===== config.mk =====
export PLATFORM = sky130hd
export DESIGN_NAME = servo_bus_reply_parser_top
export DESIGN_NICKNAME = d
export VERILOG_FILES = /design/src/sbrp_pkg.sv /design/src/servo_bus_reply_parser_top.sv /design/src/sbrp_front.sv /design/src/sbrp_queue.sv /design/src/sbrp_back.sv
export SDC_FILE = /design/constraint.sdc
export NUM_CORES = 1
export LEC_CHECK = 0
export ABC_CLOCK_PERIOD_IN_PS = 7000
export BUFFER_PORTS_ARGS = -buffer_cell sky130_fd_sc_hd__buf_2
export CORE_MARGIN = 8
export CORE_UTILIZATION = 50
export DETAILED_ROUTE_END_ITERATION = 6
export PLACE_DENSITY_LB_ADDON = 0.25
export SETUP_SLACK_MARGIN = 0.15
export SLEW_MARGIN = 5
export SYNTH_ARGS = -nofsm -noshare
export SYNTH_HDL_FRONTEND = slang
export SYNTH_SLANG_ARGS = --single-unit

===== constraint.sdc =====
create_clock -name i_clk -period 7 [get_ports i_clk]
set_input_delay 0 -clock i_clk [delete_from_list [all_inputs] [get_ports i_clk]]
set_output_delay 0 -clock i_clk [all_outputs]
set_load 0.02 [all_outputs]

===== src/sbrp_pkg.sv =====
// ----------------------------------------------------------------------------
// sbrp_pkg
// Shared types and constants for the servo bus reply parser: frame record,
// parser states, protocol constants and queue sizing.
// ----------------------------------------------------------------------------
package sbrp_pkg;

    // Protocol constants
    localparam logic [7:0] HDR_BYTE   = 8'h55;
    localparam logic [7:0] LEN_MIN    = 8'd3;
    localparam logic [7:0] LEN_MAX    = 8'd7;
    localparam logic [2:0] PCOUNT_OFS = 3'd3;
    localparam int         NUM_PARAMS = 4;

    // Queue between parser and output stage
    localparam int QUEUE_DEPTH = 2;
    localparam int QPTR_W      = $clog2(QUEUE_DEPTH);
    localparam int QCNT_W      = $clog2(QUEUE_DEPTH + 1);

    // Stream widths
    localparam int IN_TDATA_W  = 8;
    localparam int OUT_TDATA_W = 56;
    localparam int OUT_TUSER_W = 1;

    // Parser states
    typedef enum logic [2:0] {
        ST_HUNT,
        ST_HDR,
        ST_ID,
        ST_LEN,
        ST_BODY
    } t_state;

    // One parsed reply frame
    typedef struct packed {
        logic                        status;
        logic [7:0]                  servo_id;
        logic [7:0]                  command;
        logic [2:0]                  param_count;
        logic [NUM_PARAMS-1:0][7:0]  params;
    } t_frame;

    // Queue status seen by the two sides
    typedef struct packed {
        logic full;
        logic empty;
    } t_q_status;

endpackage


===== src/servo_bus_reply_parser_top.sv =====
// ----------------------------------------------------------------------------
// servo_bus_reply_parser_top
// Receiver for bus-servo reply frames: one received byte per transaction in,
// one parsed frame per transaction out.
//
// Slave stream carries received bytes; the block accepts a byte every cycle
// as long as its two-entry frame queue has room. The parser hunts for two
// header bytes, then collects id, length, command, up to four parameters and
// the checksum. Bad lengths drop the frame silently.
// Master stream carries one result per complete frame: after the checksum
// byte is taken, the frame is written into the queue and then into the
// output register. tuser flags a checksum mismatch. Unused parameter bytes
// are zero. When the receiver stalls, the output register holds its frame,
// up to two more frames wait in the queue, and tready on the byte side drops
// only while the queue is full. Throughput is one byte per cycle while the
// queue has room; the parser updates its checksum with each accepted byte.
// Reset (synchronous, active low) returns the parser to hunting and empties
// the queue and output register.
// ----------------------------------------------------------------------------
module servo_bus_reply_parser_top (
    input  logic                               i_clk,
    input  logic                               i_rst_n,
    // Slave stream; tdata: rx_byte[7:0]
    input  logic                               i_s_axis_tvalid,
    output logic                               o_s_axis_tready,
    input  logic [sbrp_pkg::IN_TDATA_W-1:0]    i_s_axis_tdata,
    // Master stream; tdata: servo_id[7:0], command[15:8], param_count[18:16],
    // param0[26:19], param1[34:27], param2[42:35], param3[50:43], zero fill
    output logic                               o_m_axis_tvalid,
    input  logic                               i_m_axis_tready,
    output logic [sbrp_pkg::OUT_TDATA_W-1:0]   o_m_axis_tdata,
    // tuser: status[0]
    output logic [sbrp_pkg::OUT_TUSER_W-1:0]   o_m_axis_tuser
);

    logic                w_push;
    logic                w_pop;
    sbrp_pkg::t_frame    w_wr_frame;
    sbrp_pkg::t_frame    w_rd_frame;
    sbrp_pkg::t_q_status w_q_status;

    sbrp_front u_front (
        .i_clk      (i_clk),
        .i_rst_n    (i_rst_n),
        .i_valid    (i_s_axis_tvalid),
        .i_byte     (i_s_axis_tdata),
        .i_q_status (w_q_status),
        .o_ready    (o_s_axis_tready),
        .o_push     (w_push),
        .o_frame    (w_wr_frame)
    );

    sbrp_queue u_queue (
        .i_clk     (i_clk),
        .i_rst_n   (i_rst_n),
        .i_push    (w_push),
        .i_wr_data (w_wr_frame),
        .i_pop     (w_pop),
        .o_rd_data (w_rd_frame),
        .o_status  (w_q_status)
    );

    sbrp_back u_back (
        .i_clk      (i_clk),
        .i_rst_n    (i_rst_n),
        .i_frame    (w_rd_frame),
        .i_q_status (w_q_status),
        .o_pop      (w_pop),
        .o_tvalid   (o_m_axis_tvalid),
        .i_tready   (i_m_axis_tready),
        .o_tdata    (o_m_axis_tdata),
        .o_tuser    (o_m_axis_tuser)
    );

endmodule


===== src/sbrp_front.sv =====
// ----------------------------------------------------------------------------
// sbrp_front
// Byte parser: hunts for the double header, collects id, length, command and
// parameters, checks the checksum and pushes one frame record per reply.
// ----------------------------------------------------------------------------
module sbrp_front (
    input  logic                 i_clk,
    input  logic                 i_rst_n,
    input  logic                 i_valid,
    input  logic [7:0]           i_byte,
    input  sbrp_pkg::t_q_status  i_q_status,
    output logic                 o_ready,
    output logic                 o_push,
    output sbrp_pkg::t_frame     o_frame
);

    sbrp_pkg::t_state r_state, n_state;
    logic [2:0]       r_pos, n_pos;
    logic [2:0]       r_len, n_len;
    logic [7:0]       r_sum, n_sum;
    logic [7:0]       r_id, n_id;
    logic [7:0]       r_cmd, n_cmd;
    logic [sbrp_pkg::NUM_PARAMS-1:0][7:0] r_param, n_param;

    logic       w_accept;
    logic [2:0] w_count;

    // Take a byte whenever the queue has room
    assign o_ready  = ~i_q_status.full;
    assign w_accept = i_valid & o_ready;
    assign w_count  = r_len - sbrp_pkg::PCOUNT_OFS;

    // State and control registers
    always_ff @(posedge i_clk) begin
        if (!i_rst_n) begin
            r_state <= sbrp_pkg::ST_HUNT;
            r_pos   <= '0;
            r_len   <= '0;
            r_sum   <= '0;
        end else begin
            r_state <= n_state;
            r_pos   <= n_pos;
            r_len   <= n_len;
            r_sum   <= n_sum;
        end
    end

    // Captured frame bytes
    always_ff @(posedge i_clk) begin
        r_id    <= n_id;
        r_cmd   <= n_cmd;
        r_param <= n_param;
    end

    // Next state, byte capture and frame record
    always_comb begin
        n_state = r_state;
        n_pos   = r_pos;
        n_len   = r_len;
        n_sum   = r_sum;
        n_id    = r_id;
        n_cmd   = r_cmd;
        n_param = r_param;
        o_push  = 1'b0;

        o_frame.status      = ((~r_sum) != i_byte);
        o_frame.servo_id    = r_id;
        o_frame.command     = r_cmd;
        o_frame.param_count = w_count;
        for (int k = 0; k < sbrp_pkg::NUM_PARAMS; k++) begin
            o_frame.params[k] = (3'(k) < w_count) ? r_param[k] : 8'd0;
        end

        if (w_accept) begin
            case (r_state)
                sbrp_pkg::ST_HUNT: begin
                    if (i_byte == sbrp_pkg::HDR_BYTE) begin
                        n_state = sbrp_pkg::ST_HDR;
                    end
                end
                sbrp_pkg::ST_HDR: begin
                    if (i_byte == sbrp_pkg::HDR_BYTE) begin
                        n_state = sbrp_pkg::ST_ID;
                    end else begin
                        n_state = sbrp_pkg::ST_HUNT;
                    end
                end
                sbrp_pkg::ST_ID: begin
                    // Any value is an id here, header byte included
                    n_id    = i_byte;
                    n_sum   = i_byte;
                    n_state = sbrp_pkg::ST_LEN;
                end
                sbrp_pkg::ST_LEN: begin
                    // Drop frames with an out-of-range length
                    if (i_byte < sbrp_pkg::LEN_MIN || i_byte > sbrp_pkg::LEN_MAX) begin
                        n_state = sbrp_pkg::ST_HUNT;
                    end else begin
                        n_len   = i_byte[2:0];
                        n_sum   = r_sum + i_byte;
                        n_pos   = 3'd2;
                        n_state = sbrp_pkg::ST_BODY;
                    end
                end
                sbrp_pkg::ST_BODY: begin
                    if (r_pos < r_len) begin
                        // Command at position two, parameters after it
                        if (r_pos == 3'd2) begin
                            n_cmd = i_byte;
                        end
                        for (int k = 0; k < sbrp_pkg::NUM_PARAMS; k++) begin
                            if (r_pos == 3'(k) + sbrp_pkg::PCOUNT_OFS) begin
                                n_param[k] = i_byte;
                            end
                        end
                        n_sum = r_sum + i_byte;
                        n_pos = r_pos + 3'd1;
                    end else begin
                        // Checksum byte closes the frame
                        o_push  = 1'b1;
                        n_state = sbrp_pkg::ST_HUNT;
                    end
                end
                default: begin
                    n_state = sbrp_pkg::ST_HUNT;
                end
            endcase
        end
    end

endmodule


===== src/sbrp_queue.sv =====
// ----------------------------------------------------------------------------
// sbrp_queue
// Short frame queue between parser and output stage, so that each side can
// stall on its own.
// ----------------------------------------------------------------------------
module sbrp_queue (
    input  logic                 i_clk,
    input  logic                 i_rst_n,
    input  logic                 i_push,
    input  sbrp_pkg::t_frame     i_wr_data,
    input  logic                 i_pop,
    output sbrp_pkg::t_frame     o_rd_data,
    output sbrp_pkg::t_q_status  o_status
);

    sbrp_pkg::t_frame                  r_mem [sbrp_pkg::QUEUE_DEPTH];
    logic [sbrp_pkg::QPTR_W-1:0]       r_wr_ptr;
    logic [sbrp_pkg::QPTR_W-1:0]       r_rd_ptr;
    logic [sbrp_pkg::QCNT_W-1:0]       r_count;

    localparam logic [sbrp_pkg::QPTR_W-1:0] PTR_LAST =
        sbrp_pkg::QPTR_W'(sbrp_pkg::QUEUE_DEPTH - 1);
    localparam logic [sbrp_pkg::QPTR_W-1:0] PTR_ONE  = sbrp_pkg::QPTR_W'(1);
    localparam logic [sbrp_pkg::QCNT_W-1:0] CNT_FULL =
        sbrp_pkg::QCNT_W'(sbrp_pkg::QUEUE_DEPTH);
    localparam logic [sbrp_pkg::QCNT_W-1:0] CNT_ONE  = sbrp_pkg::QCNT_W'(1);

    assign o_status.full  = (r_count == CNT_FULL);
    assign o_status.empty = (r_count == '0);
    assign o_rd_data      = r_mem[r_rd_ptr];

    // Store pushed frames
    always_ff @(posedge i_clk) begin
        if (i_push) begin
            r_mem[r_wr_ptr] <= i_wr_data;
        end
    end

    // Advance pointers and fill count
    always_ff @(posedge i_clk) begin
        if (!i_rst_n) begin
            r_wr_ptr <= '0;
            r_rd_ptr <= '0;
            r_count  <= '0;
        end else begin
            if (i_push) begin
                r_wr_ptr <= (r_wr_ptr == PTR_LAST) ? '0 : r_wr_ptr + PTR_ONE;
            end
            if (i_pop) begin
                r_rd_ptr <= (r_rd_ptr == PTR_LAST) ? '0 : r_rd_ptr + PTR_ONE;
            end
            if (i_push && !i_pop) begin
                r_count <= r_count + CNT_ONE;
            end else if (!i_push && i_pop) begin
                r_count <= r_count - CNT_ONE;
            end
        end
    end

endmodule


===== src/sbrp_back.sv =====
// ----------------------------------------------------------------------------
// sbrp_back
// Output stage: pulls frames from the queue into the result register and
// packs them onto the master stream.
// ----------------------------------------------------------------------------
module sbrp_back (
    input  logic                                i_clk,
    input  logic                                i_rst_n,
    input  sbrp_pkg::t_frame                    i_frame,
    input  sbrp_pkg::t_q_status                 i_q_status,
    output logic                                o_pop,
    output logic                                o_tvalid,
    input  logic                                i_tready,
    output logic [sbrp_pkg::OUT_TDATA_W-1:0]    o_tdata,
    output logic [sbrp_pkg::OUT_TUSER_W-1:0]    o_tuser
);

    logic             r_valid;
    sbrp_pkg::t_frame r_frame;

    localparam int PACK_W = 8 + 8 + 3 + 8 * sbrp_pkg::NUM_PARAMS;

    // Refill the result register when empty or being taken
    assign o_pop = ~i_q_status.empty & (~r_valid | i_tready);

    always_ff @(posedge i_clk) begin
        if (!i_rst_n) begin
            r_valid <= 1'b0;
        end else if (o_pop) begin
            r_valid <= 1'b1;
        end else if (i_tready) begin
            r_valid <= 1'b0;
        end
    end

    always_ff @(posedge i_clk) begin
        if (o_pop) begin
            r_frame <= i_frame;
        end
    end

    // Pack fields from the lowest bit up
    assign o_tvalid = r_valid;
    assign o_tdata  = {{(sbrp_pkg::OUT_TDATA_W - PACK_W){1'b0}},
                       r_frame.params, r_frame.param_count,
                       r_frame.command, r_frame.servo_id};
    assign o_tuser  = r_frame.status;

endmodule


Word-level counts from Yosys, hierarchy flattened:

Memories as Yosys holds them, arrays and structs flattened. A register that Yosys moved wholly into a read port is not among the register bits.
Index checks and enable logic that the tools add are counted.
Widths: inputs -> output; s select.

* bits in registers: 70
* bits in writable memories: 104
* bits of input ports: 12
* output and inout port bits: 59
* logic and storage cells: 100
* memories: 1

* add/subtract/negate cells: 7
* $lt $le $gt $ge: 7
* equal/unequal tests: 16
* muxes and demuxes: 26
* bitwise operators: 8
* reduce and logical (&&, ||, !) cells: 21

Memories
* u_queue.r_mem: words 2, bits a word 52, rd ports 1, clocked after Yosys merged registers in 1, write ports 1, line sbrp_queue.sv:16 `sbrp_pkg::t_frame r_mem [sbrp_pkg::QUEUE_DEPTH];`

Operator list (count)
* $mux 8: 6
* $reduce_and 4->1: 7
* $pmux 8 s3: 1
* $mux 3: 5
* $pmux 3 s5: 1
* $eq 3x2->1 const B: 4
* $eq 3x3->1 const B: 4
* $mux 1: 9
* $add 8x8->8: 1
* $eq 8x7->1 const B: 1
* $gt 8x3->1 const B: 1
* $lt 8x2->1 const B: 1
* $ne 8x8->1: 1
* $not 8->8: 1
* $lt 1x3->1 const A: 2
* $lt 2x3->1 const A: 2
* $mux 2: 3
* $pmux 3 s2: 1
* $reduce_and 3->1: 2
* $reduce_bool 2->1: 3
* $ne 2x1->1 const B: 2
* $ne 2x2->1 const B: 2
* $not 1->1: 4
* $add 3x1->3 const B: 1
* other kinds (16): 20

Depth between registers and ports, before layout:

Gate-level depths: netlist (run 1).

* depth in word-level cells: 8
* gate-level depth with buffers: 9
* mapped depth without buffers: 9

Cells and area by module:

From an unflattened synthesis (run 1), not the netlist that was laid out.

* cells, all modules: 494
* area total of the unflattened synthesis: 8632.0 um^2

By module, submodules not included
* sbrp_queue: times used 1, cells an instance 184, area each 3970.1 um^2, sequential area each 3223.1 um^2
* sbrp_front: times used 1, cells an instance 248, area each 3015.4 um^2, sequential area each 1781.7 um^2
* sbrp_back: times used 1, cells an instance 62, area each 1646.6 um^2, sequential area each 1581.5 um^2

Least setup slack after synthesis (run 1):

No wires, ideal clock.

* kind: register to register
* from: register u_front.r_len[2]
* to: memory u_queue.r_mem[0][0] (netlist name) (enable)
* setup time: 0.468 ns
* arrival time: 3.681 ns
* data required time: 6.532 ns
* path slack: 2.851 ns
* cell stages (with the launch flop): 7
* path buffers: 0
* clock period less this slack: 4.149 ns
* cell sequence: dfxtp_1 > inv_1 > ha_1 > nand2_1 > o21ai_1 > nor3b_1 > nor2b_1

* word-level cells in the longest chain between the ends: 6

RTL lines
* start: declaration: line sbrp_front.sv:19 `logic [2:0] r_len, n_len;`
* start signal: assignment: line sbrp_front.sv:43 `r_len <= n_len;`
* $lt 3x3->1: line sbrp_front.sv:106 `if (r_pos < r_len) begin`
* $mux 1: line sbrp_front.sv:106
* $mux 1: line sbrp_front.sv:75 `case (r_state)`
* $mux 1: line sbrp_front.sv:74 `if (w_accept) begin`
* net u_front.o_push: line sbrp_front.sv:13 `output logic o_push,`
* $mux 1: line sbrp_queue.sv:34 `if (i_push) begin`
* $mux 1 (not written as such): line sbrp_queue.sv:35 `r_mem[r_wr_ptr] <= i_wr_data;`
* end: declaration: line sbrp_queue.sv:16

The timed path passes the listed nets, and every way through them passes these cells.

Worst setup path in the final report (run 1):

* from: register u_front.r_len[2]
* to: memory u_queue.r_mem[1][44] (netlist name) (enable)

Same word-level chain as after synthesis.

==> results of run 1 <==
[cell families after synthesis]
family / share of synthesized area (%)
multiplexers: 6.83
AND/OR/NAND/NOR: 7.13
other: 0.0430
flip-flops: 75.3
buffers and inverters: 1.94
AO/OA/AOI/OAI: 5.48
adder cells (fa/ha/maj): 2.52
XOR/XNOR: 0.803
[worst paths after layout]
| kind | startpoint | endpoint | slack (ns) | cells past startpoint |
|---|---|---|---|---|
| worst min register to register | u_front.r_cmd[2] | u_queue.r_mem[1][37] | 0.44 | 0 |
| worst min-delay path | i_rst_n | u_front.r_pos[1] | 0.34 | 3 |
| worst max-delay path | u_front.r_len[2] | u_queue.r_mem[1][44] | 4.19 | 7 |
| worst max register to register | u_front.r_len[2] | u_queue.r_mem[1][44] | 4.19 | 7 |
[flip-flops by register name (all words and copies together), names as in the netlist]
name / cells
u_queue.r_count: 2
u_back.o_tuser: 1
u_front.r_state: 3
u_back.o_tvalid: 1
u_front.r_sum: 8
u_front.r_len: 3
u_back.o_tdata: 51
u_front.r_cmd: 8
u_front.r_pos: 3
u_queue.r_mem: 104
u_queue.r_wr_ptr: 1
u_front.r_id: 8
u_queue.r_rd_ptr: 1
u_front.r_param: 32
[metrics by stage]
step	hold WS [ns]	power, W	instances	setup WS, ns
final	0.339	0.00342	839	4.19
after global routing	0.342	0.00357	839	4.01
after CTS	0.323	0.00347	839	4.21
after detailed placement	0.257	0.00232	787	4.26
after global placement	0.255	0.00231	787	4.32
after floorplan	0.0989	0.00213	515	2.85
[where the power goes]
part	switching, W	total (W)	internal [W]
clock network	0.000466	0.00114	0.000672
logic	0.000381	0.000585	0.000204
registers	0.0000533	0.00170	0.00165
[layer usage]
layer  track usage [%]  vias to the layer above  routed length, µm
met4              4.13                        0                244
li1                  -                     2124                  -
met2              26.3                      115               8060
met5                 0                        -                  0
met1              16.8                     2172               6460
met3              2.83                       24                762
[worst max-delay path, stage by stage, from the launching register on]
cell	delay (ns)
dfxtp_1	0.36
inv_1	0.06
ha_1	0.30
nand2_1	0.07
o21ai_1	0.23
nor3b_1	0.54
and2_2	0.24
buf_4	0.57
[synthesized netlist by cell type, drive strengths merged, types with 2 or more instances]
cell | count | area, µm²
a2111oi | 3 | 51.3
a211oi | 4 | 30.0
a21o | 5 | 38.8
a21oi | 25 | 136
a311oi | 4 | 35.0
and2 | 27 | 169
and3 | 5 | 31.3
buf | 12 | 90.1
clkbuf | 10 | 37.5
dfxtp | 22 | 440
edfxtp | 204 | 6130
ha | 16 | 200
inv | 11 | 41.3
mux2 | 52 | 586
nand2 | 15 | 56.3
nand3 | 5 | 25.0
nor2 | 18 | 67.6
nor2b | 13 | 81.3
nor3 | 5 | 36.3
nor3b | 5 | 37.5
nor4b | 2 | 17.5
o2111ai | 2 | 17.5
o21a | 2 | 15.0
o21ai | 10 | 50.0
or3 | 2 | 12.5
or4 | 2 | 17.5
xnor2 | 5 | 43.8
xor2 | 3 | 26.3
[final cells by class]
class | instances | share of cell area [%]
clock buffers | 27 | 5.85
flip-flops and latches | 226 | 65.1
inverters | 11 | 0.409
multi-input cells | 256 | 20.1
well taps | 225 | 2.79
repair buffers | 81 | 4.71
clock inverters | 13 | 1.08
[timing repair]
action	CTS	global route
buffers inserted	0	0
hold endpoints to repair	59	0
hold buffers	12	0
==> summary.md, run 1 <==
| Metric | Value |
|---|---|
| Final Hold Viols | `0` |
| Initial Util | `between 50% and 60%` |
| Design area | `0.0101 mm²` |
| Routed len/inst | `18.5 µm` |
| CTS HTree Levels | `1` |
| Via Count | `around 4,400` |
| Number of filler cells placed in the layout | `1,329` |
| Area delta synth->final | `15.7%` |
| Nets | `627` |
| Warnings from Yosys | `0` |
| CTS Buffer Depth | `3` |
| Rows | `48` |
| Setup CP Type | `reg2reg` |
| Final Setup Violations | `0` |
| HP Class | `in2reg` |
| Arr. time, crit path | `2.93 ns` |
| VDD IR max | `0.000204 V` |
| Commonest non-fill, non-tap cell in the layout | `edfxtp_1` |
| Flops & latches, synth | `226` |
| GPL Wtd Cong | `0.826` |
| Slew @ Worst Pin | `around 1.1 ns` |
| Die W | `148 µm` |
| Hpwl dp | `~9.4 mm` |
| Register area | `0.00657 mm²` |
| IO Count | `71` |
| Max-slew headroom | `27.9%` |
| Sequential share of the synthesized area | `around three quarters` |
| Placement Cell Area | `0.00927 mm²` |
| Via-to-Cell Ratio | `5.29` |
| Starting DRT DRC Count | `between 200 and 300` |
| Total GRT Usage | `14.4%` |
| DIE AREA | `0.0219 mm²` |
| Post-synth top flop | `edfxtp_1` |
| Total gr overflow | `0` |
| Post_cts resized | `0` |
| Commonest cells after routing, fill and taps aside | `204 x edfxtp_1, 65 x buf_2, 52 x mux2_2` |
| Vias in the first global route | `4,620` |
| Post-layout util | `between 50% and 60%` |
| CTS sink cnt | `roughly 230` |
| Leak pwr | `3.42 nW` |
| RSZ-0062 raised after global routing | `no` |
| CTS buffer count | `22` |
| DR DRC count | `0` |
| CP Launch Type | `flip-flop` |
| Initial antenna violation count | `0` |
| Share of cells above drive strength 1 | `27.2%` |
| Area of the multi-input gates | `around 0.002 mm²` |
| Largest net degree at the start of global routing | `55` |
| First-pass GRT wire length | `24.8 mm` |
| Max cap viols | `0` |
| Synthesized cell area | `0.00872 mm²` |
| Power per cell area | `roughly 340 mW/mm²` |
| Post-synth cell types | `58` |
| Worst Setup End Kind | `flip-flop` |
| CP required | `7.12 ns` |
| N_diodes | `0` |
| Final wirelength | `between 15 and 20 mm` |
| Sum Neg Setup Slack | `0 ns` |
| I/O Buffers | `65` |
| Max Freq | `356 MHz` |
| Clk_skew | `between 0.007 and 0.008 ns` |
| Antenna Violating Nets Remaining | `0` |
| TritonRoute pass-1 iters | `4` |
| Outcome | `completed` |
| Core box area | `approximately 0.017 mm²` |
| Clock-pin slew on the worst setup and hold paths | `about 0.060 ns` |
| EDFF count, synth | `around 200` |
| Crit Path Max Fanout | `52` |
| Root Buffer Master | `clkbuf_16` |
| Clock latency on the worst-skew pair | `0.49 ns` |
| Synth async-reset ratio | `0%` |
| Final Slew Violations | `0` |
| CTS tree | `built` |
| Mapped Avg Cell Area | `17.1 µm²` |
| Die Height | `148 µm` |
| Synth Instances | `511` |
| Final Cycle Share | `about two fifths` |
| Crit path time final | `2.81 ns` |
Power figures use the tool's default switching activity.
==> inputs of run 2 (changes only) <==
Settings changed: ABC_CLOCK_PERIOD_IN_PS 7000 to 2650.
Clock period 7 ns to 2.65 ns, I/O delays scaled along.
==> run 2 against run 1 <==
Effect of this change:
- cell count increased by 1.4%
- core utilization increased by 0.76 points
- clock skew rose by 0.0014 ns
- first-iteration DRC count grew 19%
- clock power rose to 2.6 times the previous value
- maximum frequency rose by 25%
- non-clock buffer count up 12
- clock-buffer cell count stayed put
- via count rose by 0.77%
- setup slack lost 3.8 ns
- combinational power grew to 2.7 times the previous value
- critical endpoint is now u_front.r_sum[0]
- highest routed layer unchanged
==> summary.md, run 2 (synthesis gave the netlist of run 1 again) <==
| Metric | Value |
|---|---|
| Final Slew Violations | `0 (unchanged)` |
| RSZ-0062 raised after global routing | `no` |
| Final Setup Violations | `0 (unchanged)` |
| Antenna Violating Nets Remaining | `0 (unchanged)` |
| Max cap viols | `0 (unchanged)` |
| Critical path, cell by cell | `nor4b_1 -> nand4b_1 -> a21oi_4 -> and2_1 -> a311oi_1` |
| Switching power | `0.00234 W (+160%)` |
| Worst Setup End Kind | `flip-flop` |
| CTS Buffer Depth | `3 (unchanged)` |
| VDD IR max | `0.000561 V (+180%)` |
| Switching share of power | `25.9% (-0.41 points)` |
| HP Class | `in2reg` |
| Via Count | `4,469 (+0.77%)` |
| TritonRoute pass-1 iters | `5 (+1)` |
| Max Freq | `446 MHz (+25%)` |
| Die Height | `148 µm (unchanged)` |
| Pre-CTS setup slack | `0.424 ns (-3.84 ns)` |
| Area delta synth->final | `17.2%` |
| DIE AREA | `0.0219 mm² (unchanged)` |
| Max-slew headroom | `53.0% (+25 points)` |
| Routed len/inst | `17.8 µm (-3.6%)` |
| Largest register FFs | `104 (unchanged)` |
| Final wirelength | `15.2 mm (-2.2%)` |
| Via-to-Cell Ratio | `5.25 (-0.65%)` |
| Setup CP Type | `reg2reg` |
| Commonest cells after routing, fill and taps aside | `204 x edfxtp_1, 65 x buf_2, 52 x mux2_2` |
| Arr. time, crit path | `2.58 ns (-0.35 ns)` |
| Buffers & Inverters on Critical Path | `0 (-2)` |
| IO Count | `71 (unchanged)` |
| GPL Wtd Cong | `0.901 (+9.0%)` |
| Number of filler cells placed in the layout | `1,346 (+1.3%)` |
| Slew @ Worst Pin | `0.704 ns (-0.374 ns)` |
| Largest register by flop count | `u_queue.r_mem` |
| Starting DRT DRC Count | `336 (+19%)` |
| CP max stage delay | `0.51 ns (-0.06 ns)` |
| Clock power share | `33.0% (-0.2 points)` |
| Final Hold Viols | `0 (unchanged)` |
| Final WS setup | `0.406 ns (-3.78 ns)` |
| Vias in the first global route | `4,751 (+2.8%)` |
| Initial antenna violation count | `0 (unchanged)` |
| Worst R2R Start | `u_front.r_state[1]` |
| Nets | `640 (+2.1%)` |
| Final Cycle Share | `84.7% (+45 points)` |
| CP Launch Type | `flip-flop` |
| First-pass GRT wire length | `24.7 mm (-0.42%)` |
| Post-CTS Setup Repair Bufs | `0 (unchanged)` |
| Hpwl dp | `9.48 mm (+0.55%)` |
| Die W | `148 µm (unchanged)` |
| Crit-path leading delay family | `simple AND/OR/NAND/NOR gates` |
| Root Buffer Master | `clkbuf_16` |
| CTS buffer count | `23 (+4.5%)` |
| Post-layout util | `59.5% (+0.76 points)` |
| Clock-pin slew on the worst setup and hold paths | `0.06 ns (about the same)` |
| Total GRT Usage | `14.1% (-0.26 points)` |
| Hold_sp | `i_rst_n` |
| Power per cell area | `885 mW/mm² (+160%)` |
| Crit Path Max Fanout | `12 (-77%)` |
| P_int | `0.00671 W (+170%)` |
| N_diodes | `0 (unchanged)` |
| Slowest CP cell | `dfxtp_1` |
| CTS HTree Levels | `1 (unchanged)` |
| DR DRC count | `0 (unchanged)` |
| Share of cells above drive strength 1 | `28.9% (+1.7 points)` |
| Core box area | `0.0172 mm² (unchanged)` |
| Crit path time final | `2.24 ns (-0.567 ns)` |
| R2R Setup Slk | `0.41 ns (-3.78 ns)` |
| Rows | `48 (unchanged)` |
| Total gr overflow | `0 (unchanged)` |
| Outcome | `completed` |
| Sum Neg Setup Slack | `0 ns (unchanged)` |
| Commonest non-fill, non-tap cell in the layout | `edfxtp_1` |
| I/O Buffers | `65 (unchanged)` |
| CP Launch Point | `u_front.r_state[1]` |
| Seq pwr share | `49.6% (about the same)` |
| Initial Util | `50.8% (unchanged)` |
| CP required | `2.98 ns (-4.14 ns)` |
| CTS sink cnt | `226 (unchanged)` |
| Leak pwr | `3.49 nW (+2.0%)` |
| Clk_skew | `0.00915 ns (+0.00145 ns)` |
| Comb pwr share | `17.4% (+0.3 points)` |
| CTS tree | `built` |
| Largest net degree at the start of global routing | `53 (-3.6%)` |
| Clock latency on the worst-skew pair | `0.49 ns (about the same)` |
-- run 2: final timing paths --
check	cells past startpoint	endpoint
max	5	u_front.r_sum[0]
min	3	u_front.r_pos[1]
max reg2reg	5	u_front.r_sum[0]
min reg2reg	0	u_queue.r_mem[0][39]
-- run 2: area by class of cell --
cell class	instances	area [µm²]	area share, %
Clock inverter	13	114	1.11
Multi-Input combinational cell	256	2030	19.8
Sequential cell	226	6570	64.2
Inverter	11	41.3	0.404
Timing Repair Buffer	93	603	5.90
Clock buffer	27	591	5.78
Tap cell	225	282	2.75
-- run 2: routing by layer --
| layer | track usage, % | up-vias | part of all wire (%) |
|---|---|---|---|
| li1 | - | 2146 | - |
| met1 | 16.8 | 2172 | 42 |
| met2 | 24.9 | 120 | 50 |
| met3 | 2.73 | 31 | 5.1 |
| met4 | 5.35 | 0 | 3.0 |
| met5 | 0 | - | 0 |
-- run 2: worst register-to-register path, delay by kind of cell, from the launching register on --
family / cells / cell delay [ns]
AND/OR/NAND/NOR: 3 / 1.02
flip-flops: 1 / 0.51
AO/OA/AOI/OAI: 2 / 0.55
-- run 2: power groups by stage --
stage,clock network [W],logic [W],registers (W)
2_1_floorplan,0,0.000731,0.00489
3_3_place_gp,0,0.00157,0.00456
3_5_place_dp,0,0.00160,0.00457
4_1_cts,0.00305,0.00162,0.00450
5_1_grt,0.00319,0.00170,0.00453
6_report,0.00299,0.00157,0.00449
-- run 2: what timing repair did --
| item | 4_1_cts | 5_1_grt |
|---|---|---|
| hold buffers | 12 | 0 |
| hold endpoints to repair | 55 | 0 |
| gates resized for setup | 0 | 0 |
| setup endpoints to repair | 0 | 0 |
-- run 2: per-stage QoR --
step	cell area [µm²]	instances	hold slack (ns)	power, W
6_report	10200	851	0.344	0.00905
5_1_grt	10200	851	0.348	0.00942
4_1_cts	10200	851	0.334	0.00917
3_5_place_dp	9400	799	0.262	0.00617
3_3_place_gp	9400	799	0.243	0.00613
2_1_floorplan	8760	515	0.0989	0.00562
==> inputs of run 3 (changes only) <==
Settings changed: ABC_AREA set to 1, ABC_CLOCK_PERIOD_IN_PS 2650 to 2100.
Clock period 2.65 ns to 2.1 ns, I/O delays scaled along.
==> run 3 against run 2 <==
Effect of this change:
- global-route usage is 0.72 points higher
- sequential share of layout area shrank 1.5 points
- register-to-register slack got worse by 0.26 ns
- cell count increased by 23%
- routed wire length grew 6.4%
- die area fell by 0.73%
- synthesized cell count increased by 35%
- clock-buffer cell count fell by 1
- critical endpoint is now u_queue.r_mem[0][36]
- sequential power increased by 29%
==> summary.md, run 3 <==
| Metric | Value |
|---|---|
| Core box area | `0.0171 mm² (-0.35%)` |
| Die W | `148 µm (-0.36%)` |
| Top cells by area, synth | `edfxtp_1 71%, nand2_1 10%, dfxtp_1 5.1%` |
| Hpwl dp | `9.91 mm (+4.5%)` |
| Placement Cell Area | `0.00945 mm² (+0.59%)` |
| Most frequent cell after synthesis | `nand2_1` |
| Vias in the first global route | `5,226 (+10%)` |
| GR Util met2 | `26.6% (+1.7 points)` |
| Worst Setup End Kind | `flip-flop` |
| Via-to-Cell Ratio | `4.83 (-8.0%)` |
| Setup CP Type | `reg2reg` |
| GRT busiest layer | `met2` |
| Max-slew headroom | `64.0% (+11 points)` |
| TritonRoute pass-1 iters | `5 (unchanged)` |
| Final Setup Violations | `0 (unchanged)` |
| Grt met1 use | `17.0% (+0.25 points)` |
| Outcome | `completed` |
| CP Launch Point | `u_front.r_len[2]` |
| Antenna Violating Nets Remaining | `0 (unchanged)` |
| Starting DRT DRC Count | `358 (+6.5%)` |
| HP Class | `in2reg` |
| Synth async-reset ratio | `0% (unchanged)` |
| IO Count | `71 (unchanged)` |
| Share of cells above drive strength 1 | `20.3% (-8.6 points)` |
| Commonest non-fill, non-tap cell in the layout | `nand2_1` |
| Largest net degree at the start of global routing | `55 (+3.8%)` |
| Power per cell area | `1160 mW/mm² (+31%)` |
| Sum Neg Setup Slack | `0 ns (unchanged)` |
| Post-synth cell types | `30 (-48%)` |
| First-pass GRT wire length | `25.9 mm (+5.1%)` |
| Post-layout util | `61.2% (+1.7 points)` |
| Synth Instances | `692 (+35%)` |
| Met3 usage | `3.45% (+0.72 points)` |
| Hold_sp | `i_s_axis_tvalid` |
| Area delta synth->final | `21.0%` |
| Largest register by flop count | `u_queue.r_mem` |
| Max Freq | `511 MHz (+15%)` |
| CTS Buffer Depth | `3 (unchanged)` |
| EDFF count, synth | `204 (unchanged)` |
| Synth area leader | `edfxtp_1` |
| Die Height | `148 µm (-0.36%)` |
| Clk_skew | `0.0103 ns (+0.00113 ns)` |
| Clock latency on the worst-skew pair | `0.50 ns (about the same)` |
| Design area | `0.0105 mm² (+2.4%)` |
| Rows | `48 (unchanged)` |
| CP Launch Type | `flip-flop` |
| CP required | `2.31 ns (-0.67 ns)` |
| CTS tree | `built` |
| Critical path, cell by cell | `inv_2 -> ha_4 -> nand2_2 -> inv_2 -> nand2_2 -> a21oi_2 -> nand2_2 -> buf_6 -> nor2_4 -> buf_12 -> buf_12 -> buf_16` |
| I/O Buffers | `65 (unchanged)` |
| Routed len/inst | `15.4 µm (-14%)` |
| Hold WS | `0.129 ns (-0.215 ns)` |
| Top cell type's share of synthesized area | `70.8% (+0.58 points)` |
| Clock-pin slew on the worst setup and hold paths | `0.06 ns (about the same)` |
| CTS sink cnt | `226 (unchanged)` |
| Max cap viols | `0 (unchanged)` |
| DR DRC count | `0 (unchanged)` |
| DIE AREA | `0.0218 mm² (-0.73%)` |
| Slowest CP cell | `dfxtp_2` |
| Total gr overflow | `0 (unchanged)` |
| CTS HTree Levels | `1 (unchanged)` |
| Initial antenna violation count | `0 (unchanged)` |
| Leak pwr | `4.21 nW (+20%)` |
| CTS buffer count | `23 (unchanged)` |
| Flops & latches, synth | `226 (unchanged)` |
| RSZ-0062 raised after global routing | `yes` |
| Worst R2R Start | `u_front.r_len[2]` |
| Final wirelength | `16.2 mm (+6.4%)` |
| Synthesized cell area | `0.00865 mm² (-0.82%)` |
| Slew @ Worst Pin | `0.539 ns (-0.165 ns)` |
| VDD IR max | `0.000711 V (+27%)` |
| Largest register FFs | `104 (unchanged)` |
| Warnings from Yosys | `0 (unchanged)` |
| Nets | `839 (+31%)` |
| Number of filler cells placed in the layout | `1,334 (-0.89%)` |
| Mapped Avg Cell Area | `12.5 µm² (-27%)` |
| Post-synth top flop | `edfxtp_1` |
| Root Buffer Master | `clkbuf_16` |
| Crit Path Max Fanout | `13 (+1)` |
| Final Slew Violations | `0 (unchanged)` |
| Crit path time final | `1.96 ns (-0.289 ns)` |
| N_diodes | `0 (unchanged)` |
| Final Hold Viols | `0 (unchanged)` |
| Arr. time, crit path | `2.16 ns (-0.42 ns)` |
| Via Count | `5,067 (+13%)` |
| Top post-synthesis cells by count | `240 x nand2_1, 204 x edfxtp_1, 67 x inv_1, 46 x nor2_1` |
| Commonest cells after routing, fill and taps aside | `235 x nand2_1, 204 x edfxtp_1, 65 x buf_2` |
| CP max stage delay | `0.34 ns (-0.17 ns)` |
| Crit path top cell by count | `nand2_2` |
| Sequential share of the synthesized area | `75.9% (+0.62 points)` |
| Initial Util | `50.6% (-0.24 points)` |
| GPL Wtd Cong | `0.830 (-7.9%)` |
| Total GRT Usage | `14.8% (+0.72 points)` |
| Final Cycle Share | `93.1% (+8.4 points)` |
## run 3: logic make-up (layout without fill, tap and decap cells)
group	Yosys count	after routing	share of synthesized area (%)
AO/OA/AOI/OAI	46	46	2.88
other	1	5	0.0433
adder cells (fa/ha/maj)	17	17	2.54
AND/OR/NAND/NOR	310	310	14.1
flip-flops	226	226	75.9
XOR/XNOR	4	4	0.492
buffers and inverters	88	216	4.03
## run 3: worst paths after layout
kind	to	slack, ns	cells past startpoint
worst max-delay path	u_queue.r_mem[0][36]	0.14	12
worst min-delay path	u_front.r_pos[0]	0.13	4
worst max register to register	u_queue.r_mem[0][36]	0.14	12
worst min register to register	u_queue.r_mem[0][46]	0.44	0
## run 3: layout make-up
type                       instances  area [µm²]  share of cell area, %
clock buffer                      26         587                   5.60
clock inverter                    13        91.3                  0.872
inverter                          71         267                   2.54
multi-input combinational        382        1850                   17.7
sequential                       226        6580                   62.8
tap                              225         282                   2.69
timing repair buffer             106         820                   7.82
## run 3: metal layers
layer	vias up	share of wire [%]
met1	2360	39
met2	140	51
met5	-	0
li1	2540	-
met4	0	1.9
met3	27	7.7
## run 3: timing repair
item / CTS / global route
setup buffers: 6 / 4
endpoints found under the setup margin: 115 / 126
endpoints found under the hold margin: 65 / 0
gates cloned: 2 / 1
gates resized for setup: 10 / 9
pin swaps: 4 / 4
hold buffers: 10 / 0
## run 3: power by group
group	switching (W)	internal, W	leakage [nW]
registers	0.000126	0.00567	2.03
logic	0.00190	0.000729	1.85
clock network	0.00156	0.00212	0.328
## run 3: critical path: cells and delay by family, from the launching register on
kind                       cells  cell delay (ns)
AOI/OAI and AO/OA              1             0.16
adders and majority gates      1             0.26
buffers and inverters          6             0.59
DFF                            1             0.34
and+or+nand+nor                4             0.32
## run 3: stage by stage
step | std cells | total power [W] | setup WS, ns
2_1_floorplan | 696 | 0.00762 | -0.193
3_3_place_gp | 987 | 0.00846 | 0.176
3_5_place_dp | 987 | 0.00853 | 0.0322
4_1_cts | 1044 | 0.0122 | 0.163
5_1_grt | 1049 | 0.0127 | 0.0913
6_report | 1049 | 0.0121 | 0.145
